### config.mk
export PLATFORM = sky130hd
export DESIGN_NAME = frame_fcs_checker_length_finder
export DESIGN_NICKNAME = d
export VERILOG_FILES = /design/src/design/ffclf_pkg.sv /design/src/design/ffclf_in_stage.sv /design/src/design/ffclf_frame_track.sv /design/src/design/ffclf_out_stage.sv /design/src/design/frame_fcs_checker_length_finder.sv
export SDC_FILE = /design/constraint.sdc
export NUM_CORES = 1
export LEC_CHECK = 0
export ABC_AREA = 0
export BUFFER_PORTS_ARGS = -buffer_cell sky130_fd_sc_hd__clkbuf_2
export CAP_MARGIN = 20
export CELL_PAD_IN_SITES_DETAIL_PLACEMENT = 2
export CELL_PAD_IN_SITES_GLOBAL_PLACEMENT = 2
export CORE_MARGIN = 2
export CORE_UTILIZATION = 42
export CTS_BUF_LIST = sky130_fd_sc_hd__clkbuf_4 sky130_fd_sc_hd__clkbuf_8 sky130_fd_sc_hd__clkbuf_16
export DETAILED_ROUTE_END_ITERATION = 16
export PLACE_DENSITY = 0.84
export SETUP_SLACK_MARGIN = 0.02
export SLEW_MARGIN = 20
export SYNTH_ARGS = -nofsm -noshare
export SYNTH_HDL_FRONTEND = slang
export SYNTH_SLANG_ARGS = --single-unit
export TNS_END_PERCENT = 10
### constraint.sdc
create_clock -name clk -period 3.5 [get_ports clk]
set_input_delay 0.175 -clock clk [delete_from_list [all_inputs] [get_ports clk]]
set_output_delay 0.175 -clock clk [all_outputs]
set_load 0.05 [all_outputs]
### src/design/ffclf_pkg.sv
// ----------------------------------------------------------------------------
// ffclf_pkg
// Types, constants and the CRC-16 byte update for the FCS checker.
// ----------------------------------------------------------------------------
package ffclf_pkg;

  // first position that takes part in the CRC
  localparam logic [7:0] POS_CRC_START  = 8'd2;
  // first position at which a match is tested
  localparam logic [7:0] POS_FIRST_TEST = 8'd4;

  // one word in the input register
  typedef struct packed {
    logic       valid;
    logic [7:0] data;
    logic       last;
  } ffclf_item_t;

  // one result word
  typedef struct packed {
    logic        fcs_ok;
    logic        length_found;
    logic [7:0]  found_length;
    logic [15:0] computed_fcs;
  } ffclf_result_t;

  // reflected CRC-16 (0x8408), one nibble; q * 0x1081 as non-overlapping xors
  function automatic logic [15:0] crc_nibble(input logic [15:0] crc, input logic [3:0] nib);
    logic [3:0] q;
    q = crc[3:0] ^ nib;
    return {4'b0000, crc[15:4]} ^ {q, 12'd0} ^ {5'd0, q, 7'd0} ^ {12'd0, q};
  endfunction

  // low nibble first
  function automatic logic [15:0] crc_byte(input logic [15:0] crc, input logic [7:0] b);
    return crc_nibble(crc_nibble(crc, b[3:0]), b[7:4]);
  endfunction

endpackage

### src/design/ffclf_in_stage.sv
// ----------------------------------------------------------------------------
// ffclf_in_stage
// Input register: holds one word until the frame tracker consumes it.
// ----------------------------------------------------------------------------
module ffclf_in_stage
  import ffclf_pkg::*;
(
  input  logic        clk,
  input  logic        rst,
  input  logic        data_valid,
  output logic        data_ready,
  input  logic [7:0]  data_byte,
  input  logic        last_byte,
  input  logic        advance,
  output ffclf_item_t item
);

  // free when empty or when the held word moves on this cycle
  assign data_ready = !item.valid || advance;

  // valid bit
  always_ff @(posedge clk) begin
    if (rst) begin
      item.valid <= 1'b0;
    end else if (data_ready) begin
      item.valid <= data_valid;
    end
  end

  // payload
  always_ff @(posedge clk) begin
    if (data_valid && data_ready) begin
      item.data <= data_byte;
      item.last <= last_byte;
    end
  end

endmodule

### src/design/ffclf_frame_track.sv
// ----------------------------------------------------------------------------
// ffclf_frame_track
// Per-frame state: running CRC, CRC one byte back, position and first match.
// ----------------------------------------------------------------------------
module ffclf_frame_track
  import ffclf_pkg::*;
#(
  parameter int MAX_FRAME_BYTES = 256
) (
  input  logic          clk,
  input  logic          rst,
  input  logic          step,
  input  ffclf_item_t   item,
  output ffclf_result_t result
);

  localparam logic [7:0] POS_MAX = 8'(MAX_FRAME_BYTES - 1);

  logic [15:0] crc_running;
  logic [15:0] crc_before_last;
  logic [7:0]  previous_byte;
  logic [7:0]  byte_position;
  logic        match_seen;
  logic [7:0]  first_match_length;

  logic        hit;
  logic        match_seen_next;
  logic [7:0]  first_match_length_next;
  logic [15:0] crc_running_next;
  logic [7:0]  byte_position_next;

  // match test and next state
  always_comb begin
    hit = (byte_position >= POS_FIRST_TEST) &&
          (crc_before_last == {item.data, previous_byte});
    match_seen_next = match_seen || hit;
    first_match_length_next = (hit && !match_seen) ? (byte_position - 8'd1)
                                                   : first_match_length;
    crc_running_next = (byte_position >= POS_CRC_START) ? crc_byte(crc_running, item.data)
                                                        : crc_running;
    byte_position_next = (byte_position < POS_MAX) ? (byte_position + 8'd1) : byte_position;
  end

  // result for a last word
  always_comb begin
    result.fcs_ok       = hit;
    result.length_found = match_seen_next;
    result.found_length = match_seen_next ? first_match_length_next : 8'd0;
    result.computed_fcs = crc_before_last;
  end

  // frame state, cleared after each last word
  always_ff @(posedge clk) begin
    if (rst) begin
      crc_running        <= 16'd0;
      crc_before_last    <= 16'd0;
      byte_position      <= 8'd0;
      match_seen         <= 1'b0;
      first_match_length <= 8'd0;
    end else if (step) begin
      if (item.last) begin
        crc_running        <= 16'd0;
        crc_before_last    <= 16'd0;
        byte_position      <= 8'd0;
        match_seen         <= 1'b0;
        first_match_length <= 8'd0;
      end else begin
        crc_running        <= crc_running_next;
        crc_before_last    <= crc_running;
        byte_position      <= byte_position_next;
        match_seen         <= match_seen_next;
        first_match_length <= first_match_length_next;
      end
    end
  end

  // previous byte, only read from position 4 on
  always_ff @(posedge clk) begin
    if (step) begin
      previous_byte <= item.data;
    end
  end

endmodule

### src/design/ffclf_out_stage.sv
// ----------------------------------------------------------------------------
// ffclf_out_stage
// Result register with valid/ready toward the consumer.
// ----------------------------------------------------------------------------
module ffclf_out_stage
  import ffclf_pkg::*;
(
  input  logic          clk,
  input  logic          rst,
  input  logic          load,
  input  ffclf_result_t result,
  output logic          result_valid,
  input  logic          result_ready,
  output logic          fcs_ok,
  output logic          length_found,
  output logic [7:0]    found_length,
  output logic [15:0]   computed_fcs
);

  ffclf_result_t held;

  // valid bit
  always_ff @(posedge clk) begin
    if (rst) begin
      result_valid <= 1'b0;
    end else if (load) begin
      result_valid <= 1'b1;
    end else if (result_ready) begin
      result_valid <= 1'b0;
    end
  end

  // payload
  always_ff @(posedge clk) begin
    if (load) begin
      held <= result;
    end
  end

  assign fcs_ok       = held.fcs_ok;
  assign length_found = held.length_found;
  assign found_length = held.found_length;
  assign computed_fcs = held.computed_fcs;

endmodule

### src/design/frame_fcs_checker_length_finder.sv
// ----------------------------------------------------------------------------
// frame_fcs_checker_length_finder
// IEEE 802.15.4 FCS check (CRC-16 KERMIT) with first-match length search.
// ----------------------------------------------------------------------------
// Result path: a last word is accepted into the input register, then passes
//   the CRC/match logic into the result register, which raises result_valid;
//   the result word is held there until the consumer takes it.
// Throughput: one word per cycle; a last word waits only while the result
//   register is full and not being taken.
// Reset: synchronous, clears both valid bits and the per-frame CRC, position and match state.
module frame_fcs_checker_length_finder
  import ffclf_pkg::*;
#(
  parameter int MAX_FRAME_BYTES = 256
) (
  input  logic        clk,
  input  logic        rst,
  input  logic        data_valid,
  output logic        data_ready,
  input  logic [7:0]  data_byte,
  input  logic        last_byte,
  output logic        result_valid,
  input  logic        result_ready,
  output logic        fcs_ok,
  output logic        length_found,
  output logic [7:0]  found_length,
  output logic [15:0] computed_fcs
);

  ffclf_item_t   item;
  ffclf_result_t result;
  logic          advance;
  logic          step;

  // non-last words never need the result register
  assign advance = !item.last || !result_valid || result_ready;
  assign step    = item.valid && advance;

  ffclf_in_stage u_in (
    .clk        (clk),
    .rst        (rst),
    .data_valid (data_valid),
    .data_ready (data_ready),
    .data_byte  (data_byte),
    .last_byte  (last_byte),
    .advance    (advance),
    .item       (item)
  );

  ffclf_frame_track #(
    .MAX_FRAME_BYTES (MAX_FRAME_BYTES)
  ) u_track (
    .clk    (clk),
    .rst    (rst),
    .step   (step),
    .item   (item),
    .result (result)
  );

  ffclf_out_stage u_out (
    .clk          (clk),
    .rst          (rst),
    .load         (step && item.last),
    .result       (result),
    .result_valid (result_valid),
    .result_ready (result_ready),
    .fcs_ok       (fcs_ok),
    .length_found (length_found),
    .found_length (found_length),
    .computed_fcs (computed_fcs)
  );

endmodule

; Word level (Yosys, flattened, before mapping)
; Cells that the tools add are included.
[totals]
wordCells = 56
register_bits = 94
input_bits = 13
[classes]
order_cmp = 3
bitwise_logic = 8
n_eq_ne = 1
reduce_logical = 18
n_addsub = 2
n_mux = 10
[op_table]
columns = operator, n
row1 = 2-to-1 mux 16 bit, 3
row2 = 2-to-1 mux 8 bit, 4
row3 = XOR 12 x 16 -> 16 bit, 2
row4 = XOR 16 x 11 -> 16 bit, 2
row5 = XOR 16 x 4 -> 16 bit, 2
row6 = equality test 16 bit, 1
row7 = adder 8 x 1 -> 8 bit (second input constant), 1
row8 = greater-or-equal comparator 8 x 2 -> 1 bit (second input constant), 1
row9 = greater-or-equal comparator 8 x 3 -> 1 bit (second input constant), 1
row10 = < comparator 8 bit (second input constant), 1
row11 = subtractor 8 x 1 -> 8 bit (second input constant), 1
row12 = XOR 4 bit, 2
row13 = nonzero test 2 bit, 3
row14 = logical AND 1 bit, 5
row15 = logical NOT 1 bit, 4
row16 = logical OR 1 bit, 4
row17 = AND reduction 2 bit, 2
row18 = 2-to-1 mux 1 bit, 3

; Logic depth before layout (Yosys ltp)
[depth]
word_depth = 10
ltp_mapped = 8
ltp_nobuf = 6

; Cells and area by module
; From an unflattened synthesis, not the netlist that was laid out.
[unflattened]
cells_unflattened = 387
area_unflattened_um2 = 4264.1
[modules_own_cells]
columns = module, cells_per_inst, area_each_um2, seq_area_each_um2, n_inst
row1 = ffclf_frame_track, 338, 3080.5, 1221.2, 1
row2 = ffclf_out_stage, 30, 819.5, 800.8, 1
row3 = ffclf_in_stage, 14, 325.3, 290.3, 1
row4 = frame_fcs_checker_length_finder, 5, 38.8, 0.0, 1

; Worst setup path before layout
; No wires, ideal clock.
[synth_path]
kind = reg-to-reg
from = register u_out.result_valid
to = register u_track.first_match_length[6]
setup_slack_ns = 1.183
path_stages_with_launch = 7
arrival_ns = 2.242
t_required_ns = 3.425
path_buffers = 1
cell_sequence = dfxtp_1 -> nand3b_1 -> and3_1 -> or2_2 -> clkbuf_1 -> a41oi_2 -> o2bb2ai_1
[synth_via]
elab_chain_len = 4
[synth_rtl]
columns = element, line
row1 = start: declaration, ffclf_out_stage.sv:12  ; output logic result_valid,
row2 = start signal: assignment, ffclf_out_stage.sv:25  ; result_valid <= 1'b0;
row3 = start signal: assignment, ffclf_out_stage.sv:27  ; result_valid <= 1'b1;
row4 = start signal: assignment, ffclf_out_stage.sv:29  ; result_valid <= 1'b0;
row5 = logical NOT 1 bit, frame_fcs_checker_length_finder.sv:36  ; assign advance = !item.last || !result_valid || result_ready;
row6 = logical OR 1 bit (2 in series), frame_fcs_checker_length_finder.sv:36
row7 = logical AND 1 bit, frame_fcs_checker_length_finder.sv:37  ; assign step = item.valid && advance;
row8 = end signal: assignment, ffclf_frame_track.sv:72  ; first_match_length <= first_match_length_next;
row9 = end: declaration, ffclf_frame_track.sv:24  ; logic [7:0] first_match_length;
; Every way passes these cells.
; A chain may end at the register's enable or synchronous reset.

; Worst setup path after layout
[layout_path]
from = register u_track.byte_position[3]
to = register u_track.crc_running[10]
[layout_via]
elab_chain_len = 3
[layout_rtl]
columns = element, line
row1 = start: declaration, ffclf_frame_track.sv:22  ; logic [7:0] byte_position;
row2 = start signal: assignment, ffclf_frame_track.sv:70  ; byte_position <= byte_position_next;
row3 = greater-or-equal comparator 8 x 2 -> 1 bit, ffclf_frame_track.sv:39  ; crc_running_next = (byte_position >= POS_CRC_START) ? crc_byte(crc_running, item.data)
row4 = nonzero test 2 bit (no line), --
row5 = AND reduction 2 bit (no line), --
row6 = end signal: assignment, ffclf_frame_track.sv:68  ; crc_running <= crc_running_next;
row7 = end: declaration, ffclf_frame_track.sv:19  ; logic [15:0] crc_running;
; Every way passes these cells.

==> run_results.csv <==
group,metric,value,unit
status,status,"finished clean",
clock_network,insertion_delay,360,ps
worst_setup_path,crit_fanout,19,
layout,area_delta_synth_final,14.0,%
floorplanning,die_h,101,um
logic_synthesis,synthDistinctLibCells,37,
floorplanning,ios,41,
logic_synthesis,synth.cell_area,3920,sq um
clock_network,cts_sinks,94,
run,cap_violations,0,
floorplanning,die_area,10100,sq um
timing,worst_hold_slack,72.7,ps
detailed_routing,routedWlPerCell,19.8,um
timing,maxSlewViolCount,0,
global_route,grt_pass1_wl,16000,um
worst_setup_path,timing.rr.start,"u_track.byte_position[3]",
global_route,grt_max_degree,41,
global_route,grt_use_met1,30.2,%
logic_synthesis,yosys_register_bits,94,
detailed_routing,drt_iter0_drc,144,
worst_setup_path,worstSetupEndpointType,"flip-flop",
logic_synthesis,ys_seq_area_share,58.9,%
worst_hold_path,hold_class,"input pin to flip-flop",
timing,relSlewSlack,38.0,%
layout,diodes,0,
clock_network,cts_tree,"done",
global_route,track_usage,20.9,%
worst_setup_path,r2r_end,"u_track.crc_running[10]",
global_route,met2_usage,32.1,%
logic_synthesis,synth_nets,365,
timing,timing.final.crit_period,2610,ps
timing,rsz0062_at_grt,"no",
clock_network,clockBufferDepth,2,
global_route,grt_overflow_total,0,
layout,layout.nets,408,
clock_network,path_clk_slew,100,ps
logic_synthesis,synth_edf_count,43,
floorplanning,fp-row-count,35,
power,powerDensity,456,nW/um^2
clock_network,h-tree-depth,3,
timing,fmax,382,MHz
worst_setup_path,worstPathRequired,3780,ps
layout,stdcell_count,508,
logic_synthesis,syn_area_per_cell,11.2,sq um
timing,finalCritPeriodShare,74.7,%
timing,hold_viol,0,
power,peakVddDrop,0.149,mV
detailed_routing,ant_nets,0,
detailed_routing,dr.pass1.iters,4,
floorplanning,die_x,101,um
power,p_leak,1.55,nW
worst_setup_path,worstPathArrival,2890,ps
logic_synthesis,synthFlopType,"dfxtp_1",
timing,tightest_slew,917,ps
global_route,grt_pass1_vias,2854,
detailed_routing,avgViaCountPerCell,5.43,
logic_synthesis,yosysWarnings,0,
placed_design,port_buffers,40,
logic_synthesis,synthCells,349,
detailed_routing,vias,2760,
clock_network,cts_buffers,9,
power,post-layout-total-power,2.04,mW
global_route,met3_usage,2.91,%
global_route,antenna_found_initial,0,
detailed_routing,drc,0,
layout,drive_above_1_share,16.4,%
worst_setup_path,startpoint_type,"flip-flop",
clock_network,ctsRootBufferMaster,"clkbuf_8",
floorplanning,start_util,42.9,%
placed_design,dp_slack,949,ps
worst_setup_path,startpoint,"u_track.byte_position[3]",
detailed_routing,wirelength,10100,um
worst_setup_path,r2r_cells,5,
timing,finClkSkew,12.8,ps
worst_setup_path,path_class,"flip-flop to flip-flop",
timing,setup_viol,0,
floorplanning,core,9150,sq um
global_route,grt_busiest_layer,"met2",
placed_design,place_inst,483,
worst_setup_path,crit_end,"u_track.crc_running[10]",
timing,fin_setup_tns,0,ps
placed_design,hpwl,6610,um
timing,fin_ws,885,ps
logic_synthesis,synth-async-reset-ratio,0,%
worst_setup_path,worst-r2r-setup-slack,890,ps
placed_design,routabilityCongestion,0.756,
==> cells by family (layout without fill, tap and decap cells) <==
family,after synthesis,after routing,share of synthesized area (%)
compound gates,59,59,10.7
xor+xnor,50,50,11.2
fa+ha+maj,3,3,0.957
buf+inv,27,75,3.29
flops,94,94,58.9
mux,1,1,0.255
simple gates,115,115,14.7
==> metal layers <==
| layer | wire length, um | vias to the layer above | part of all wire, % |
|---|---|---|---|
| li1 | - | 1321 | - |
| met1 | 4960 | 1373 | 49 |
| met2 | 4750 | 62 | 47 |
| met3 | 306 | 4 | 3.0 |
| met4 | 69 | 0 | 0.68 |
| met5 | 0 | - | 0 |
==> worst max-delay path, cell delays in order, from the launching register on <==
cell     delay [ps]
dfxtp_1         410
or4_1           550
or3_1           480
o31ai_4         710
a22oi_1         200
nor2_1          180
==> area by class of cell <==
class | instances | area (sq um)
clock inverter | 5 | 43.8
sequential | 94 | 2310
fill | 909 | 4680
inverter | 6 | 22.5
tap | 111 | 139
timing repair buffer | 53 | 320
clock buffer | 11 | 145
multi-input combinational | 228 | 1490
==> Yosys cell counts (4+ instances only) <==
cell	instances	area [sq um]
edfxtp_1	43	1290
xnor2_1	38	333
xor2_1	12	105
nand2b_1	4	25.0
nand3b_1	17	128
o2bb2ai_1	8	70.1
or3_1	4	25.0
nand4_1	7	43.8
a22oi_1	14	105
nor2_1	32	120
clkbuf_1	15	56.3
o31ai_1	8	60.1
a21oi_1	24	120
dfxtp_1	51	1020
nand3_1	5	25.0
inv_1	6	22.5
nand2_1	31	116
nor3_1	4	20.0
==> state kept, by name, summed over array words and instances, names as in the netlist, 8 cells and up <==
| name | flops |
|---|---|
| u_out.computed_fcs | 16 |
| u_track.previous_byte | 8 |
| u_track.byte_position | 8 |
| u_track.crc_before_last | 16 |
| u_out.found_length | 8 |
| u_in.item | 10 |
| u_track.first_match_length | 8 |
| u_track.crc_running | 16 |
==> power by group <==
| part | internal (mW) | switching, mW | total (mW) |
|---|---|---|---|
| clock | 0.294 | 0.403 | 0.697 |
| sequential | 1.17 | 0.0195 | 1.18 |
| combinational | 0.0521 | 0.103 | 0.155 |
==> how the worst min path moves through the flow <==
| stage | from | end | slack (ps) | cells past startpoint |
|---|---|---|---|---|
| 2_1_floorplan | last_byte | u_in.item[0] | 270 | 0 |
| 3_3_place_gp | data_byte[5] | u_in.item[6] | 350 | 1 |
| 3_5_place_dp | data_byte[1] | u_in.item[2] | 350 | 1 |
| 4_1_cts | data_valid | u_in.item[9] | 40 | 3 |
| 5_1_grt | data_valid | u_in.item[9] | 100 | 3 |
| 6_report | data_valid | u_in.item[9] | 70 | 3 |
==> cell usage in the layout, fill, tap and decap left out, drive strengths merged, types with 2 or more instances in the layout <==
cell type	instances
buf	4
nand2	31
a22oi	14
o2bb2ai	8
ha	3
clkinv	2
nor3	4
or3	4
inv	7
and3	2
nand2b	4
xor2	12
a21oi	24
nand3b	17
o31ai	9
dlygate4sd3	9
clkinvlp	2
nand4	7
nor4	3
dfxtp	51
nor2	32
nand3	5
edfxtp	43
xnor2	38
clkbuf	51
==> stage by stage <==
stage               util [%]  area (sq um)
global placement        45.7          4190
detailed placement      45.7          4190
CTS                     48.8          4460
floorplan                  -          3920
finish                  48.8          4470
global route            48.8          4470
==> timing repair <==
action	in CTS	in global routing
hold buffers	9	0
gates resized for setup	0	0
buffers inserted	0	0
hold endpoints to repair	9	0
Note: power is estimated with default switching activity, not from simulation.
